===== config.mk =====
export PLATFORM = sky130hd
export DESIGN_NAME = ymodem_packet_receiver
export DESIGN_NICKNAME = d
export VERILOG_FILES = /design/src/rtl/core/ymr_pkg.sv /design/src/rtl/core/ymr_front.sv /design/src/rtl/core/ymr_queue.sv /design/src/rtl/core/ymr_back.sv /design/src/rtl/core/ymodem_packet_receiver.sv
export SDC_FILE = /design/constraint.sdc
export NUM_CORES = 1
export LEC_CHECK = 0
export ABC_AREA = 1
export CAP_MARGIN = 15
export CORE_MARGIN = 2
export CORE_UTILIZATION = 60
export DETAILED_ROUTE_END_ITERATION = 8
export DONT_BUFFER_PORTS = 1
export PLACE_DENSITY = 0.76
export SYNTH_ARGS = -nofsm -noshare
export SYNTH_HDL_FRONTEND = slang
export SYNTH_SLANG_ARGS = --single-unit

===== constraint.sdc =====
create_clock -name clock -period 6.25 [get_ports clock]
set_input_delay 0 -clock clock [delete_from_list [all_inputs] [get_ports clock]]
set_output_delay 0 -clock clock [all_outputs]
set_load 0.005 [all_outputs]

===== src/rtl/core/ymr_pkg.sv =====
// Shared types, codes and the CRC-16 byte step for the YMODEM receiver.
package ymr_pkg;

   // Protocol bytes
   localparam logic [7:0] SohByte = 8'h01;
   localparam logic [7:0] StxByte = 8'h02;
   localparam logic [7:0] EotByte = 8'h04;
   localparam logic [7:0] AckByte = 8'h06;
   localparam logic [7:0] NakByte = 8'h15;
   localparam logic [7:0] CByte   = 8'h43;

   localparam logic [15:0] CrcPoly = 16'h1021;

   localparam logic [3:0] EotWaitReset = 4'd5;

   // Packet layout: header, block number, complement, payload, CRC high, CRC low
   localparam logic [10:0] ShortPayload = 11'd128;
   localparam logic [10:0] LongPayload  = 11'd1024;

   localparam int QueueDepthDefault = 4;

   typedef enum logic [1:0] {
      KIND_PAYLOAD = 2'd0,
      KIND_REPLY   = 2'd1,
      KIND_VERDICT = 2'd2
   } kind_type;

   typedef enum logic [1:0] {
      VERDICT_BEGIN    = 2'd0,
      VERDICT_DATA     = 2'd1,
      VERDICT_END      = 2'd2,
      VERDICT_CRC_FAIL = 2'd3
   } verdict_type;

   typedef struct packed {
      kind_type    kind;
      logic [7:0]  reply_byte;
      logic [7:0]  payload_byte;
      logic [9:0]  payload_offset;
      verdict_type verdict;
      logic [7:0]  packet_number;
   } result_type;

   // One queue entry: the results caused by one input transaction
   typedef struct packed {
      logic       dual;
      result_type r0;
      result_type r1;
   } entry_type;

   typedef struct packed {
      logic      valid;
      entry_type entry;
   } push_type;

   typedef struct packed {
      logic not_empty;
      logic full;
   } qstat_type;

   function automatic result_type make_reply(input logic [7:0] b);
      result_type r;
      r = '0;
      r.kind = KIND_REPLY;
      r.reply_byte = b;
      return r;
   endfunction

   function automatic result_type make_payload(input logic [7:0] b, input logic [9:0] off);
      result_type r;
      r = '0;
      r.kind = KIND_PAYLOAD;
      r.payload_byte = b;
      r.payload_offset = off;
      return r;
   endfunction

   function automatic result_type make_verdict(input verdict_type v, input logic [7:0] num);
      result_type r;
      r = '0;
      r.kind = KIND_VERDICT;
      r.verdict = v;
      r.packet_number = num;
      return r;
   endfunction

   // CRC-16/XMODEM, one byte, MSB first
   function automatic logic [15:0] crc_step(input logic [15:0] crc, input logic [7:0] b);
      logic [15:0] c;
      c = crc ^ {b, 8'h00};
      for (int k = 0; k < 8; k++) begin
         if (c[15]) begin
            c = {c[14:0], 1'b0} ^ CrcPoly;
         end else begin
            c = {c[14:0], 1'b0};
         end
      end
      return c;
   endfunction

endpackage


===== src/rtl/core/ymr_front.sv =====
// Front end: accept transactions, track packet and session state, build result entries.
module ymr_front (
   input  logic                 clock,
   input  logic                 reset,
   input  logic                 csr_write_enable,
   input  logic [3:0]           csr_write_data,
   input  logic                 req_valid,
   input  logic                 queue_full,
   input  logic                 req_opcode,
   input  logic [7:0]           req_rx_byte,
   input  logic                 req_chunk_start,
   output ymr_pkg::push_type    push
);
   import ymr_pkg::*;

   logic        accept;

   logic [3:0]  eot_wait_ticks_ff, eot_wait_ticks_in;
   logic        in_packet_ff, in_packet_in;
   logic [10:0] byte_count_ff, byte_count_in;
   logic        long_packet_ff, long_packet_in;
   logic [7:0]  header_byte_ff, header_byte_in;
   logic [7:0]  block_number_ff, block_number_in;
   logic [15:0] crc_running_ff, crc_running_in;
   logic [7:0]  crc_high_ff, crc_high_in;
   logic        connected_ff, connected_in;
   logic        eot_pending_ff, eot_pending_in;
   logic [3:0]  eot_ticks_ff, eot_ticks_in;

   logic [10:0] payload_end;
   logic [10:0] pos_next;
   logic [9:0]  off_full;
   logic [4:0]  tick_cnt;
   logic [15:0] crc_rx;
   logic [1:0]  n;
   result_type  r0, r1;

   assign accept      = req_valid && !queue_full;
   assign payload_end = 11'd3 + (long_packet_ff ? LongPayload : ShortPayload);
   assign pos_next    = byte_count_ff + 11'd1;
   assign off_full    = byte_count_ff[9:0] - 10'd3;
   assign tick_cnt    = {1'b0, eot_ticks_ff} + 5'd1;
   assign crc_rx      = {crc_high_ff, req_rx_byte};

   always_comb begin
      eot_wait_ticks_in = csr_write_enable ? csr_write_data : eot_wait_ticks_ff;
      in_packet_in      = in_packet_ff;
      byte_count_in     = byte_count_ff;
      long_packet_in    = long_packet_ff;
      header_byte_in    = header_byte_ff;
      block_number_in   = block_number_ff;
      crc_running_in    = crc_running_ff;
      crc_high_in       = crc_high_ff;
      connected_in      = connected_ff;
      eot_pending_in    = eot_pending_ff;
      eot_ticks_in      = eot_ticks_ff;
      n  = 2'd0;
      r0 = '0;
      r1 = '0;

      if (accept) begin
         if (req_opcode) begin
            // timer tick
            if (!connected_ff) begin
               r0 = make_reply(CByte);
               n  = 2'd1;
            end
            if (eot_pending_ff) begin
               if (tick_cnt >= {1'b0, eot_wait_ticks_ff}) begin
                  connected_in   = 1'b0;
                  eot_pending_in = 1'b0;
                  eot_ticks_in   = 4'd0;
               end else begin
                  eot_ticks_in = tick_cnt[3:0];
               end
            end
         end else if (!in_packet_ff) begin
            if (req_chunk_start) begin
               if (req_rx_byte == SohByte || req_rx_byte == StxByte) begin
                  in_packet_in   = 1'b1;
                  long_packet_in = (req_rx_byte == StxByte);
                  header_byte_in = req_rx_byte;
                  byte_count_in  = 11'd1;
                  crc_running_in = 16'h0000;
               end else if (req_rx_byte == EotByte) begin
                  if (!eot_pending_ff) begin
                     r0 = make_reply(NakByte);
                     n  = 2'd1;
                     eot_pending_in = 1'b1;
                  end else begin
                     r0 = make_reply(AckByte);
                     r1 = make_reply(CByte);
                     n  = 2'd2;
                  end
               end
            end
         end else begin
            byte_count_in = pos_next;
            priority if (byte_count_ff == 11'd1) begin
               block_number_in = req_rx_byte;
            end else if (byte_count_ff == 11'd2) begin
               // complement byte is not checked
            end else if (byte_count_ff < payload_end) begin
               r0 = make_payload(req_rx_byte, off_full);
               n  = 2'd1;
               crc_running_in = crc_step(crc_running_ff, req_rx_byte);
            end else if (byte_count_ff == payload_end) begin
               crc_high_in = req_rx_byte;
            end else begin
               in_packet_in  = 1'b0;
               byte_count_in = 11'd0;
               n = 2'd1;
               if (crc_rx != crc_running_ff) begin
                  r0 = make_verdict(VERDICT_CRC_FAIL, block_number_ff);
               end else if (header_byte_ff == SohByte && block_number_ff == 8'd0) begin
                  if (eot_pending_ff) begin
                     r0 = make_verdict(VERDICT_END, block_number_ff);
                     r1 = make_reply(AckByte);
                     n  = 2'd2;
                     connected_in   = 1'b0;
                     eot_pending_in = 1'b0;
                     eot_ticks_in   = 4'd0;
                  end else begin
                     r0 = make_verdict(VERDICT_BEGIN, block_number_ff);
                     connected_in = 1'b1;
                  end
               end else begin
                  r0 = make_verdict(VERDICT_DATA, block_number_ff);
               end
            end
         end
      end
   end

   assign push.valid    = (n != 2'd0);
   assign push.entry.dual = (n == 2'd2);
   assign push.entry.r0 = r0;
   assign push.entry.r1 = r1;

   always_ff @(posedge clock) begin
      if (reset) begin
         eot_wait_ticks_ff <= EotWaitReset;
         in_packet_ff      <= 1'b0;
         byte_count_ff     <= 11'd0;
         long_packet_ff    <= 1'b0;
         header_byte_ff    <= 8'd0;
         block_number_ff   <= 8'd0;
         crc_running_ff    <= 16'd0;
         crc_high_ff       <= 8'd0;
         connected_ff      <= 1'b0;
         eot_pending_ff    <= 1'b0;
         eot_ticks_ff      <= 4'd0;
      end else begin
         eot_wait_ticks_ff <= eot_wait_ticks_in;
         in_packet_ff      <= in_packet_in;
         byte_count_ff     <= byte_count_in;
         long_packet_ff    <= long_packet_in;
         header_byte_ff    <= header_byte_in;
         block_number_ff   <= block_number_in;
         crc_running_ff    <= crc_running_in;
         crc_high_ff       <= crc_high_in;
         connected_ff      <= connected_in;
         eot_pending_ff    <= eot_pending_in;
         eot_ticks_ff      <= eot_ticks_in;
      end
   end

endmodule


===== src/rtl/core/ymr_queue.sv =====
// Small FIFO of result entries between the front and back ends.
module ymr_queue #(
   parameter int Depth = ymr_pkg::QueueDepthDefault
) (
   input  logic                 clock,
   input  logic                 reset,
   input  ymr_pkg::push_type    push,
   input  logic                 pop,
   output ymr_pkg::entry_type   head,
   output ymr_pkg::qstat_type   stat
);
   import ymr_pkg::*;

   localparam int PtrW = (Depth > 1) ? $clog2(Depth) : 1;
   localparam int CntW = $clog2(Depth + 1);

   entry_type       mem_ff [Depth];
   logic [PtrW-1:0] wr_ptr_ff, wr_ptr_in;
   logic [PtrW-1:0] rd_ptr_ff, rd_ptr_in;
   logic [CntW-1:0] count_ff, count_in;

   function automatic logic [PtrW-1:0] bump(input logic [PtrW-1:0] p);
      return (p == PtrW'(Depth - 1)) ? '0 : p + PtrW'(1);
   endfunction

   always_comb begin
      wr_ptr_in = push.valid ? bump(wr_ptr_ff) : wr_ptr_ff;
      rd_ptr_in = pop ? bump(rd_ptr_ff) : rd_ptr_ff;
      count_in  = count_ff;
      if (push.valid && !pop) begin
         count_in = count_ff + CntW'(1);
      end else if (!push.valid && pop) begin
         count_in = count_ff - CntW'(1);
      end
   end

   assign head           = mem_ff[rd_ptr_ff];
   assign stat.not_empty = (count_ff != '0);
   assign stat.full      = (count_ff == CntW'(Depth));

   always_ff @(posedge clock) begin
      if (push.valid) begin
         mem_ff[wr_ptr_ff] <= push.entry;
      end
   end

   always_ff @(posedge clock) begin
      if (reset) begin
         wr_ptr_ff <= '0;
         rd_ptr_ff <= '0;
         count_ff  <= '0;
      end else begin
         wr_ptr_ff <= wr_ptr_in;
         rd_ptr_ff <= rd_ptr_in;
         count_ff  <= count_in;
      end
   end

endmodule


===== src/rtl/core/ymr_back.sv =====
// Back end: unpack queue entries into single results and hold them in the output register.
module ymr_back (
   input  logic                 clock,
   input  logic                 reset,
   input  ymr_pkg::entry_type   head,
   input  ymr_pkg::qstat_type   stat,
   output logic                 pop,
   output logic                 rsp_valid,
   input  logic                 rsp_stall,
   output ymr_pkg::result_type  rsp_result,
   output logic                 rsp_last
);
   import ymr_pkg::*;

   logic       rsp_valid_ff, rsp_valid_in;
   logic       phase_ff, phase_in;
   result_type result_ff, result_in;
   logic       last_ff, last_in;
   logic       slot_free;

   assign slot_free = !rsp_valid_ff || !rsp_stall;

   always_comb begin
      pop          = 1'b0;
      rsp_valid_in = rsp_valid_ff;
      phase_in     = phase_ff;
      result_in    = result_ff;
      last_in      = last_ff;
      if (slot_free) begin
         if (stat.not_empty) begin
            rsp_valid_in = 1'b1;
            if (!phase_ff && head.dual) begin
               // first of two: keep the entry for the second
               result_in = head.r0;
               last_in   = 1'b0;
               phase_in  = 1'b1;
            end else begin
               result_in = phase_ff ? head.r1 : head.r0;
               last_in   = 1'b1;
               phase_in  = 1'b0;
               pop       = 1'b1;
            end
         end else begin
            rsp_valid_in = 1'b0;
         end
      end
   end

   assign rsp_valid  = rsp_valid_ff;
   assign rsp_result = result_ff;
   assign rsp_last   = last_ff;

   always_ff @(posedge clock) begin
      result_ff <= result_in;
      last_ff   <= last_in;
   end

   always_ff @(posedge clock) begin
      if (reset) begin
         rsp_valid_ff <= 1'b0;
         phase_ff     <= 1'b0;
      end else begin
         rsp_valid_ff <= rsp_valid_in;
         phase_ff     <= phase_in;
      end
   end

endmodule


===== src/rtl/core/ymodem_packet_receiver.sv =====
// YMODEM receiver top level: front end, entry queue and back end with assertions.
//
// YMODEM packet receiver with CRC-16/XMODEM checking. Feed it received bytes
// (req_opcode 0, with req_chunk_start marking the first byte of each transport
// chunk) and handshake timer ticks (req_opcode 1). An idle SOH or STX at a chunk
// start opens a 128- or 1024-byte packet; payload bytes come out one per result
// with their offset, and after the second CRC byte a verdict result reports begin,
// data, end or CRC failure with the block number. Reply results carry the bytes
// to transmit (ACK, NAK, 'C') for EOT handling and tick-driven connection polling.
// Each transaction yields zero, one or two results; rsp_last marks the final one.
// Timing: while req_stall is low the front end takes one transaction every cycle
// with a fixed 8-bit parallel CRC step, so one byte per cycle is sustained.
// Results pass from the queue through the back end's output register to rsp_*,
// at most one per cycle, so the two results of one transaction leave in turn.
// QueueDepth entries sit between the two ends; req_stall rises only when the
// queue is full, which happens only under output stalls or long two-result runs.
// There is no clearing pass after reset. csr_write_data sets the number of
// ticks to wait for a second EOT (reset value 5); write it only while idle.
module ymodem_packet_receiver #(
   parameter int QueueDepth = ymr_pkg::QueueDepthDefault
) (
   input  logic       clock,
   input  logic       reset,
   input  logic       csr_write_enable,
   input  logic [3:0] csr_write_data,
   input  logic       req_valid,
   output logic       req_stall,
   input  logic       req_opcode,
   input  logic [7:0] req_rx_byte,
   input  logic       req_chunk_start,
   output logic       rsp_valid,
   input  logic       rsp_stall,
   output logic [1:0] rsp_result_kind,
   output logic [7:0] rsp_reply_byte,
   output logic [7:0] rsp_payload_byte,
   output logic [9:0] rsp_payload_offset,
   output logic [1:0] rsp_packet_verdict,
   output logic [7:0] rsp_packet_number,
   output logic       rsp_last
);
   import ymr_pkg::*;

   push_type   q_push;
   qstat_type  q_stat;
   entry_type  q_head;
   logic       q_pop;
   result_type rsp_result;

   // Stall the input only when the entry queue has no room
   assign req_stall = q_stat.full;

   ymr_front u_front (
      .clock            (clock),
      .reset            (reset),
      .csr_write_enable (csr_write_enable),
      .csr_write_data   (csr_write_data),
      .req_valid        (req_valid),
      .queue_full       (q_stat.full),
      .req_opcode       (req_opcode),
      .req_rx_byte      (req_rx_byte),
      .req_chunk_start  (req_chunk_start),
      .push             (q_push)
   );

   ymr_queue #(
      .Depth (QueueDepth)
   ) u_queue (
      .clock (clock),
      .reset (reset),
      .push  (q_push),
      .pop   (q_pop),
      .head  (q_head),
      .stat  (q_stat)
   );

   ymr_back u_back (
      .clock      (clock),
      .reset      (reset),
      .head       (q_head),
      .stat       (q_stat),
      .pop        (q_pop),
      .rsp_valid  (rsp_valid),
      .rsp_stall  (rsp_stall),
      .rsp_result (rsp_result),
      .rsp_last   (rsp_last)
   );

   // Break the result out onto its field ports
   assign rsp_result_kind    = rsp_result.kind;
   assign rsp_reply_byte     = rsp_result.reply_byte;
   assign rsp_payload_byte   = rsp_result.payload_byte;
   assign rsp_payload_offset = rsp_result.payload_offset;
   assign rsp_packet_verdict = rsp_result.verdict;
   assign rsp_packet_number  = rsp_result.packet_number;

`ifndef SYNTHESIS
   // Reset leaves the queue and the output register empty
   a_reset_empty: assert property (@(posedge clock)
      reset |=> (!q_stat.not_empty && !rsp_valid))
      else $error("queue or output not empty after reset");

   // An entry pushed into the queue is still there on the next cycle
   a_push_visible: assert property (@(posedge clock) disable iff (reset)
      q_push.valid |=> q_stat.not_empty)
      else $error("pushed entry lost from queue");

   // The front end never pushes into a full queue
   a_no_overflow: assert property (@(posedge clock) disable iff (reset)
      q_stat.full |-> !q_push.valid)
      else $error("push into full queue");
`endif

endmodule

==> results of run 1 <==
tightest hold or removal path: cells and delay by family:
family	cells	cell delay [ns]
AO/OA/AOI/OAI	1	0.08
AND/OR/NAND/NOR	4	0.34
XOR/XNOR	1	0.09
through the flow:
| stage | total power, mW | area (um^2) |
|---|---|---|
| CTS | 4.82 | 13000 |
| detailed placement | 3.27 | 12000 |
| finish | 4.80 | 13000 |
| global route | 5.04 | 13000 |
| floorplan | 3.01 | 11800 |
| global placement | 3.24 | 12000 |
layer usage:
layer,vias to the layer above,share of wire,wire [um],track usage
li1,4001,-,-,-
met1,3755,0.44,10300,0.305
met2,250,0.48,11200,0.389
met3,32,0.067,1570,0.0430
met4,0,0.018,418,0.0671
met5,-,0,0,0
path summary, 6_finish.rpt:
path	endpoint	slack, ns	from
min reg2reg	u_front.header_byte_ff[3]	0.44	u_front.header_byte_ff[3]
max	u_queue.count_ff[2]	2.95	u_front.in_packet_ff
min	u_front.crc_running_ff[7]	0.04	req_rx_byte[7]
max reg2reg	u_queue.count_ff[2]	2.95	u_front.in_packet_ff
power by group through the flow:
stage / Sequential (mW) / Clock (mW) / Combinational [mW]
after global routing: 2.32 / 1.64 / 1.08
after floorplan: 2.30 / 0 / 0.709
after global placement: 2.33 / 0 / 0.912
after detailed placement: 2.33 / 0 / 0.934
after CTS: 2.30 / 1.57 / 0.954
final: 2.29 / 1.56 / 0.952
cells by family after synthesis:
logic type	share of synthesized area
buffers and inverters	0.0596
AND/OR/NAND/NOR	0.178
XOR/XNOR	0.0192
adder cells (fa/ha/maj)	0.0187
AO/OA/AOI/OAI	0.109
flip-flops	0.616
other	0.000319
Yosys cell counts (all sizes together):
master,number
o21a,1
clkinv,2
inv,115
a221o,4
nand3,27
nor3b,3
buf,22
a31oi,3
dfxtp,74
nand3b,2
nor2,262
conb,1
o211a,1
nor4,3
xor2,17
xnor2,8
and2,3
a21oi,87
a211oi,10
ha,16
edfxtp,192
fa,1
nor3,10
o22ai,4
clkbuf,30
a21boi,1
or2,2
o21ai,120
nand4,3
nand2,170
repair_timing:
item,in CTS,in global routing
setup buffers,0,0
hold buffers,22,0
hold endpoints to repair,112,0
registers in the layout (all words and copies together), names as in the netlist, named ones only:
register	count
u_front.long_packet_ff	1
u_queue.count_ff	3
u_queue.wr_ptr_ff	2
u_front.crc_running_ff	16
u_front.in_packet_ff	1
u_front.eot_wait_ticks_ff	4
u_front.block_number_ff	8
u_front.header_byte_ff	8
u_front.crc_high_ff	8
u_front.byte_count_ff	11
u_back.rsp_last	1
u_back.rsp_result	35
u_back.rsp_valid	1
u_back.phase_ff	1
u_front.eot_pending_ff	1
u_front.eot_ticks_ff	4
u_front.connected_ff	1
u_queue.mem_ff	156
u_queue.rd_ptr_ff	2
area by class of cell:
class                      instances  area, um^2  share of cell area
clock buffer                      36         729              0.0560
clock inverter                    12         131              0.0101
inverter                         117         447              0.0343
multi-input combinational        761        3840               0.295
sequential                       266        7250               0.556
tap                              265         332              0.0254
timing repair buffer              33         303              0.0232
==> run_results.csv, run 1 <==
group,metric,value,unit
outcome,status,"finished clean",
pwr,ir_drop,0.248,mV
pwr,pwr-share-seq,0.477,
floorplan,rows,51,
route,dr_total_vias,8038,
final_layout,post-route-util,0.674,
final_layout,n_antenna_cell,0,
timing,setup_viol,0,
floorplan,io_pins,60,
timing,whs,0.0391,ns
setup_path,worstSetupPathDepth,13,
yosys,yosys-top-cells-area,"edfxtp_1 (49%), dfxtp_1 (13%), nor2_1 (7.9%), nand2_1 (5.2%), o21ai_0 (4.7%)",
pwr,power_leakage,5.01,nW
setup_path,crit_top_cell,"nor2_2",
pwr,power.internal,3.41,mW
placed_design,dpl.hpwl,14100,um
final_layout,fill_cells,1434,
route,drt_iter0_markers,637,
yosys,syn_area_per_cell,9.86,um^2
yosys,synth_area,11800,um^2
cts,cts.path.max_buffers,3,
pwr,netSwitchingFraction,0.290,
placed_design,numPortBuffers,0,
yosys,yosysTopAreaCellShare,0.490,
timing,drv_slew,0,
timing,hold_viol_final,0,
setup_path,path_buf_inv,2,
floorplan,dieArea,20800,um^2
yosys,postSynthCellCount,1194,
final_layout,fin_cells,1490,
grt,grt_max_degree,76,
route,ant_nets,0,
grt,grt_use_total,0.230,
floorplan,start_util,0.609,
min_path,hold_class,"in2reg",
yosys,synth_top_cell_by_area,"edfxtp_1",
final_layout,fin_nets,1241,
route,first_pass_iters,5,
timing,layout_setup_ws,2.95,ns
floorplan,die_w,144,um
route,wl_per_cell,15.8,um
setup_path,cp_top_family,"simple AND/OR/NAND/NOR gates",
route,drc,0,
min_path,hold_depth,6,
timing,tns,0,ns
flow_run,cap_viol_max_count,0,
final_layout,final_common_cell,"nor2_1",
timing,max_slew_margin,0.292,
pwr,combPwrFrac,0.198,
setup_path,worstSetupEndpointType,"flip-flop",
route,totalWireLength,23600,um
cts,clkSlewWorstSetupHoldPaths,0.07,ns
yosys,synth-seq-cells,266,
setup_path,cp_cell_sequence,"inv_1 -> nor2_2 -> nand4_2 -> nor2_2 -> nor2_2 -> nand3_4 -> ha_1 -> inv_1 -> fa_1 -> a21oi_1 -> o21ai_0 -> o21ai_0 -> a21oi_1",
timing,fin_crit_sh,0.529,
cts,root_buffer,"clkbuf_16",
pwr,p_per_area,368,nW/um^2
setup_path,critPathLaunchType,"flip-flop",
timing,fmax,303,MHz
cts,cts_tree,"built",
cts,ctsResizeCount,0,
setup_path,crit_arrival,3.71,ns
grt,antenna_found_initial,0,
yosys,yosysWarnings,0,
timing,finClkSkew,0.00771,ns
final_layout,drive_gt1_frac,0.0955,
cts,clock_latency,0.52,ns
placed_design,dp_cells,1420,
pwr,p_switching,1.39,mW
final_layout,area_growth,10.7,%
setup_path,criticalPathCategory,"reg2reg",
placed_design,gp_congestion,0.879,
placed_design,pre_cts_ws,3.03,ns
setup_path,critPathSlowestCell,"dfxtp_1",
setup_path,crit_fanout,14,
yosys,synthDistinctLibCells,52,
floorplan,core_area,19300,um^2
cts,cts_buffers,26,
floorplan,die_h,144,um
cts,cts.htree.levels,1,
route,vias_per_cell,5.39,
yosys,yosysSeqAreaShare,0.616,
pwr,clkPwrFrac,0.325,
grt,overflow,0,
cts,cts_sinks,266,
final_layout,mostFrequentLayoutCells,"nor2_1 (249), edfxtp_1 (192), nand2_1 (163)",
grt,grt_pass1_wl,37600,um
timing,worstMarginPinSlew,1.06,ns
setup_path,rr_worst_depth,13,
timing,fin_crit,3.30,ns
timing,rsz0062_at_grt,"no",
grt,grt_pass1_vias,7636,
setup_path,crit_required,6.65,ns
setup_path,slowest_delay,0.61,ns
(Power assumes the default switching activity.)
==> run 2: changes to the inputs <==
==> constraint.sdc (replaced) <==
create_clock -name clock -period 3.4 [get_ports clock]
set_input_delay 0 -clock clock [delete_from_list [all_inputs] [get_ports clock]]
set_output_delay 0 -clock clock [all_outputs]
set_load 0.005 [all_outputs]
==> run 2 against run 1 <==
  * Clock power rose by 81%
  * Wire length grew 2.4%
  * Cell area grew 0.82%
  * First-iteration DRC count up 1.9%
  * Final cell count rose by 0.40%
  * Worst setup slack got worse by 2.7 ns
==> run_results.csv, run 2 (synthesis results as in run 1) <==
group,metric,value,unit
outcome,status,"finished clean",
placed_design,pre_cts_ws,0.424,ns
setup_path,critPathSlowestCell,"dlygate4sd3_1",
placed_design,numPortBuffers,0,
route,drt_iter0_markers,649,
setup_path,cp_cell_sequence,"dlygate4sd3_1 -> inv_4 -> nand4_2 -> nor2_2 -> nand3_1 -> dlygate4sd3_1 -> nor2_4 -> inv_2 -> nor2_4 -> nor2_2 -> nand3_4 -> ha_1 -> inv_1 -> fa_1 -> a21oi_1 -> o21ai_0 -> o21ai_0 -> a21oi_1",
timing,rsz0062_at_grt,"no",
grt,grt_pass1_vias,7819,
route,ant_nets,0,
route,first_pass_iters,6,
floorplan,core_area,19300,um^2
pwr,p_per_area,672,nW/um^2
route,dr_total_vias,8168,
floorplan,die_w,144,um
final_layout,drive_gt1_frac,0.104,
timing,fin_crit,3.14,ns
grt,grt_use_total,0.239,
min_path,hold_class,"in2reg",
final_layout,n_antenna_cell,0,
grt,overflow,0,
timing,setup_viol,0,
route,drc,0,
setup_path,critPathLaunchType,"primary input",
cts,cts_buffers,27,
grt,grt_max_degree,77,
min_path,hold_depth,4,
timing,max_slew_margin,0.318,
setup_path,r2r_slack,0.38,ns
min_path,whs_endpoint,"u_front.crc_running_ff[10]",
floorplan,rows,51,
floorplan,die_h,144,um
placed_design,dpl.hpwl,14500,um
setup_path,crit_arrival,3.53,ns
final_layout,top_register,"u_queue.mem_ff",
final_layout,post-route-util,0.680,
setup_path,rr_worst_depth,17,
grt,antenna_found_initial,0,
timing,fmax,318,MHz
cts,cts_tree,"built",
setup_path,r2r_start,"u_front.long_packet_ff",
placed_design,dp_cells,1424,
pwr,power,8.83,mW
flow_run,cap_viol_max_count,0,
setup_path,slowest_delay,0.61,ns
setup_path,crit_required,3.79,ns
cts,cts_sinks,266,
final_layout,fin_area,13100,um^2
final_layout,final_common_cell,"nor2_1",
setup_path,worstSetupEndpointType,"flip-flop",
route,totalWireLength,24100,um
cts,cts.htree.levels,1,
timing,tns,0,ns
timing,drv_slew,0,
timing,hold_viol_final,0,
grt,grt_pass1_wl,38800,um
timing,fin_crit_sh,0.924,
cts,clock_latency,0.52,ns
placed_design,postPlaceCellArea,12000,um^2
floorplan,dieArea,20800,um^2
route,wl_per_cell,16.1,um
final_layout,area_growth,11.6,%
timing,worstMarginPinSlew,1.02,ns
setup_path,criticalPathCategory,"in2reg",
cts,clkSlewWorstSetupHoldPaths,0.06,ns
floorplan,io_pins,60,
final_layout,mostFrequentLayoutCells,"nor2_1 (247), edfxtp_1 (192), nand2_1 (163)",
pwr,power_leakage,5.01,nW
final_layout,largest_reg_flops,156,
floorplan,start_util,0.609,
timing,finClkSkew,0.0160,ns
pwr,ir_drop,0.562,mV
cts,cts.path.max_buffers,3,
final_layout,fin_cells,1496,
final_layout,fill_cells,1446,
final_layout,fin_nets,1247,
setup_path,rr_endpoint,"u_queue.count_ff[2]",
cts,root_buffer,"clkbuf_16",
min_path,min_from,"req_rx_byte[5]",
setup_path,crit_fanout,9,
placed_design,gp_congestion,0.877,
route,vias_per_cell,5.46,
timing,whs,0.0208,ns
timing,layout_setup_ws,0.260,ns
run 2: cell types whose count changed in the layout (fill, tap and decap cells not counted), sizes merged:
cell and delta:
buf +4, inv +1, clkinv -2, dlygate4sd3 +1, bufinv -2, clkinvlp +1, clkbuf +3
run 2: area by class of cell:
type / instances / area, um^2 / area share
Timing Repair Buffer: 38 / 393 / 0.0299
Clock buffer: 39 / 771 / 0.0587
Inverter: 117 / 452 / 0.0344
Clock inverter: 10 / 86.3 / 0.00657
Sequential cell: 266 / 7250 / 0.552
Tap cell: 265 / 332 / 0.0252
Multi-Input combinational cell: 761 / 3860 / 0.294
run 2: repair_timing:
item,in CTS,in global routing
resized for setup,0,6
hold buffers,23,0
setup buffers,0,0
setup endpoints to repair,0,1
hold endpoints to repair,112,0
run 2: worst max-delay path: cells and delay by family:
kind	cells	cell delay (ns)
buffers and inverters	5	1.53
AO/OA/AOI/OAI	4	0.48
adder cells (fa/ha/maj)	2	0.61
AND/OR/NAND/NOR	7	0.88
run 2: power breakdown:
part	internal (mW)	leakage [nW]	switching (mW)
sequential	4.01	2.45	0.160
clock	1.65	0.413	1.17
combinational	0.550	2.14	1.28
total	6.21	5.01	2.61
run 2: how the worst max path moves through the flow:
| stage | from | to |
|---|---|---|
| 2_1_floorplan | u_queue.count_ff[0] | u_queue.count_ff[1] |
| 3_3_place_gp | u_front.long_packet_ff | u_queue.count_ff[2] |
| 3_5_place_dp | u_front.long_packet_ff | u_queue.count_ff[2] |
| 4_1_cts | req_rx_byte[6] | u_queue.count_ff[2] |
| 5_1_grt | req_rx_byte[6] | u_queue.count_ff[2] |
| 6_report | req_rx_byte[6] | u_queue.count_ff[2] |
run 2: metal layers:
| metal | vias to the layer above | routed length, um | global-route usage |
|---|---|---|---|
| met5 | - | 0 | 0 |
| met4 | 0 | 583 | 0.0815 |
| met2 | 270 | 11800 | 0.404 |
| li1 | 4012 | - | - |
| met1 | 3839 | 10400 | 0.319 |
| met3 | 47 | 1370 | 0.0348 |
==> run 3: changes to the inputs <==
--- a/config.mk
+++ b/config.mk
@@ -11,7 +11,7 @@
 export CORE_UTILIZATION = 60
 export DETAILED_ROUTE_END_ITERATION = 8
 export DONT_BUFFER_PORTS = 1
-export PLACE_DENSITY = 0.76
+export PLACE_DENSITY = 0.82
 export SYNTH_ARGS = -nofsm -noshare
 export SYNTH_HDL_FRONTEND = slang
 export SYNTH_SLANG_ARGS = --single-unit
==> run 3 against run 2 <==
  * Non-clock buffer count rose by 2
  * Via count is 1.2% higher
  * Critical path depth fell by 5
==> run_results.csv, run 3 (synthesis results as in run 1) <==
group,metric,value,unit
placed_design,pre_cts_ws,0.406,ns
timing,whs,0.0259,ns
pwr,netSwitchingFraction,0.297,
setup_path,rr_worst_depth,13,
floorplan,die_h,144,um
placed_design,gp_congestion,0.871,
final_layout,largest_reg_flops,156,
cts,clkSlewWorstSetupHoldPaths,0.07,ns
final_layout,mostFrequentLayoutCells,"nor2_1 (249), edfxtp_1 (192), nand2_1 (163)",
route,drt_iter0_markers,659,
timing,drv_slew,0,
grt,antenna_found_initial,0,
setup_path,crit_arrival,3.54,ns
final_layout,drive_gt1_frac,0.105,
timing,fin_crit,3.10,ns
cts,cts_buffers,27,
flow_run,cap_viol_max_count,0,
timing,fin_crit_sh,0.911,
pwr,power_leakage,5.05,nW
timing,finClkSkew,0.0196,ns
floorplan,io_pins,60,
timing,worstMarginPinSlew,1.04,ns
route,first_pass_iters,5,
cts,root_buffer,"clkbuf_16",
grt,grt_pass1_wl,38900,um
setup_path,criticalPathCategory,"reg2reg",
cts,cts.path.max_buffers,3,
route,ant_nets,0,
floorplan,rows,51,
cts,cts_sinks,266,
final_layout,top_register,"u_queue.mem_ff",
grt,grt_max_degree,77,
route,totalWireLength,24200,um
timing,tns,0,ns
floorplan,start_util,0.609,
timing,hold_viol_final,0,
grt,grt_pass1_vias,7897,
cts,cts_tree,"built",
final_layout,fin_cells,1499,
route,wl_per_cell,16.2,um
pwr,pwr-share-seq,0.463,
route,vias_per_cell,5.51,
cts,cts.htree.levels,1,
floorplan,dieArea,20800,um^2
setup_path,rr_endpoint,"u_front.eot_pending_ff",
pwr,combPwrFrac,0.207,
final_layout,final_common_cell,"nor2_1",
min_path,hold_depth,6,
min_path,hold_class,"in2reg",
final_layout,area_growth,12.0,%
route,dr_total_vias,8262,
pwr,clkPwrFrac,0.330,
floorplan,die_w,144,um
timing,setup_viol,0,
setup_path,crit_fanout,7,
setup_path,critPathLaunchType,"flip-flop",
setup_path,worstSetupEndpointType,"flip-flop",
pwr,p_per_area,682,nW/um^2
setup_path,r2r_start,"u_front.eot_ticks_ff[0]",
final_layout,fin_nets,1249,
pwr,ir_drop,0.500,mV
pwr,power.internal,6.33,mW
min_path,whs_endpoint,"u_front.crc_running_ff[7]",
timing,fmax,323,MHz
placed_design,numPortBuffers,0,
placed_design,dp_cells,1427,
pwr,p_switching,2.67,mW
setup_path,crit_required,3.84,ns
setup_path,r2r_slack,0.30,ns
placed_design,dpl.hpwl,14500,um
cts,clock_latency,0.55,ns
final_layout,fill_cells,1367,
timing,layout_setup_ws,0.304,ns
floorplan,core_area,19300,um^2
grt,overflow,0,
grt,grt_use_total,0.238,
timing,max_slew_margin,0.306,
final_layout,n_antenna_cell,0,
route,drc,0,
min_path,min_from,"req_rx_byte[7]",
timing,rsz0062_at_grt,"no",
outcome,status,"finished clean",
## run 3: critical path, stage by stage, from the launching register on
cell and delay [ns]:
dfxtp_1 0.36, ha_1 0.24, xor2_1 0.17, ha_1 0.28
inv_1 0.03, a21oi_1 0.10, o21ai_0 0.07, and2_1 0.22
nor3_1 0.18, nand2_1 0.07, dlygate4sd3_1 0.55, nand2_1 0.06
a21oi_1 0.05, dlygate4sd3_1 0.59
## run 3: timing repair
item,in CTS,in global routing
endpoints found under the setup margin,0,1
endpoints found under the hold margin,137,0
gates resized for setup,0,4
hold buffers,23,0
buffers inserted,0,0
## run 3: stage by stage
stage	util	power, mW	instance area, um^2
after floorplan	-	5.52	11800
after global placement	0.623	5.98	12000
after detailed placement	0.623	6.05	12000
after CTS	0.681	9.03	13200
after global routing	0.682	9.42	13200
final	0.682	8.99	13200
## run 3: worst max-delay path by stage
stage | startpoint | endpoint | slack (ns)
finish | u_front.eot_ticks_ff[0] | u_front.eot_pending_ff | 0.30
detailed placement | u_front.long_packet_ff | u_queue.count_ff[2] | 0.41
global route | u_front.eot_ticks_ff[0] | u_front.eot_pending_ff | 0.12
global placement | u_front.long_packet_ff | u_queue.count_ff[2] | 0.51
CTS | u_queue.count_ff[0] | u_queue.count_ff[2] | 0.007
floorplan | u_queue.count_ff[0] | u_queue.count_ff[1] | 0.50
## run 3: area by class of cell
type	instances	area (um^2)	share of cell area
Sequential cell	266	7250	0.550
Multi-Input combinational cell	761	3860	0.293
Clock buffer	35	736	0.0558
Inverter	117	447	0.0339
Timing Repair Buffer	40	393	0.0298
Tap cell	265	332	0.0251
Clock inverter	15	165	0.0125
## run 3: power groups by stage
stage | sequential, mW | combinational, mW | clock, mW
after CTS | 4.18 | 1.86 | 3.00
final | 4.17 | 1.86 | 2.97
after global placement | 4.24 | 1.74 | 0
after global routing | 4.22 | 2.08 | 3.12
after floorplan | 4.21 | 1.31 | 0
after detailed placement | 4.24 | 1.80 | 0
## run 3: metal layers
metal | global-route usage | vias up | routed length [um]
met3 | 0.0394 | 54 | 1940
met1 | 0.314 | 3831 | 9920
li1 | - | 4017 | -
met2 | 0.402 | 360 | 11700
met5 | 0 | - | 0
met4 | 0.0831 | 0 | 644
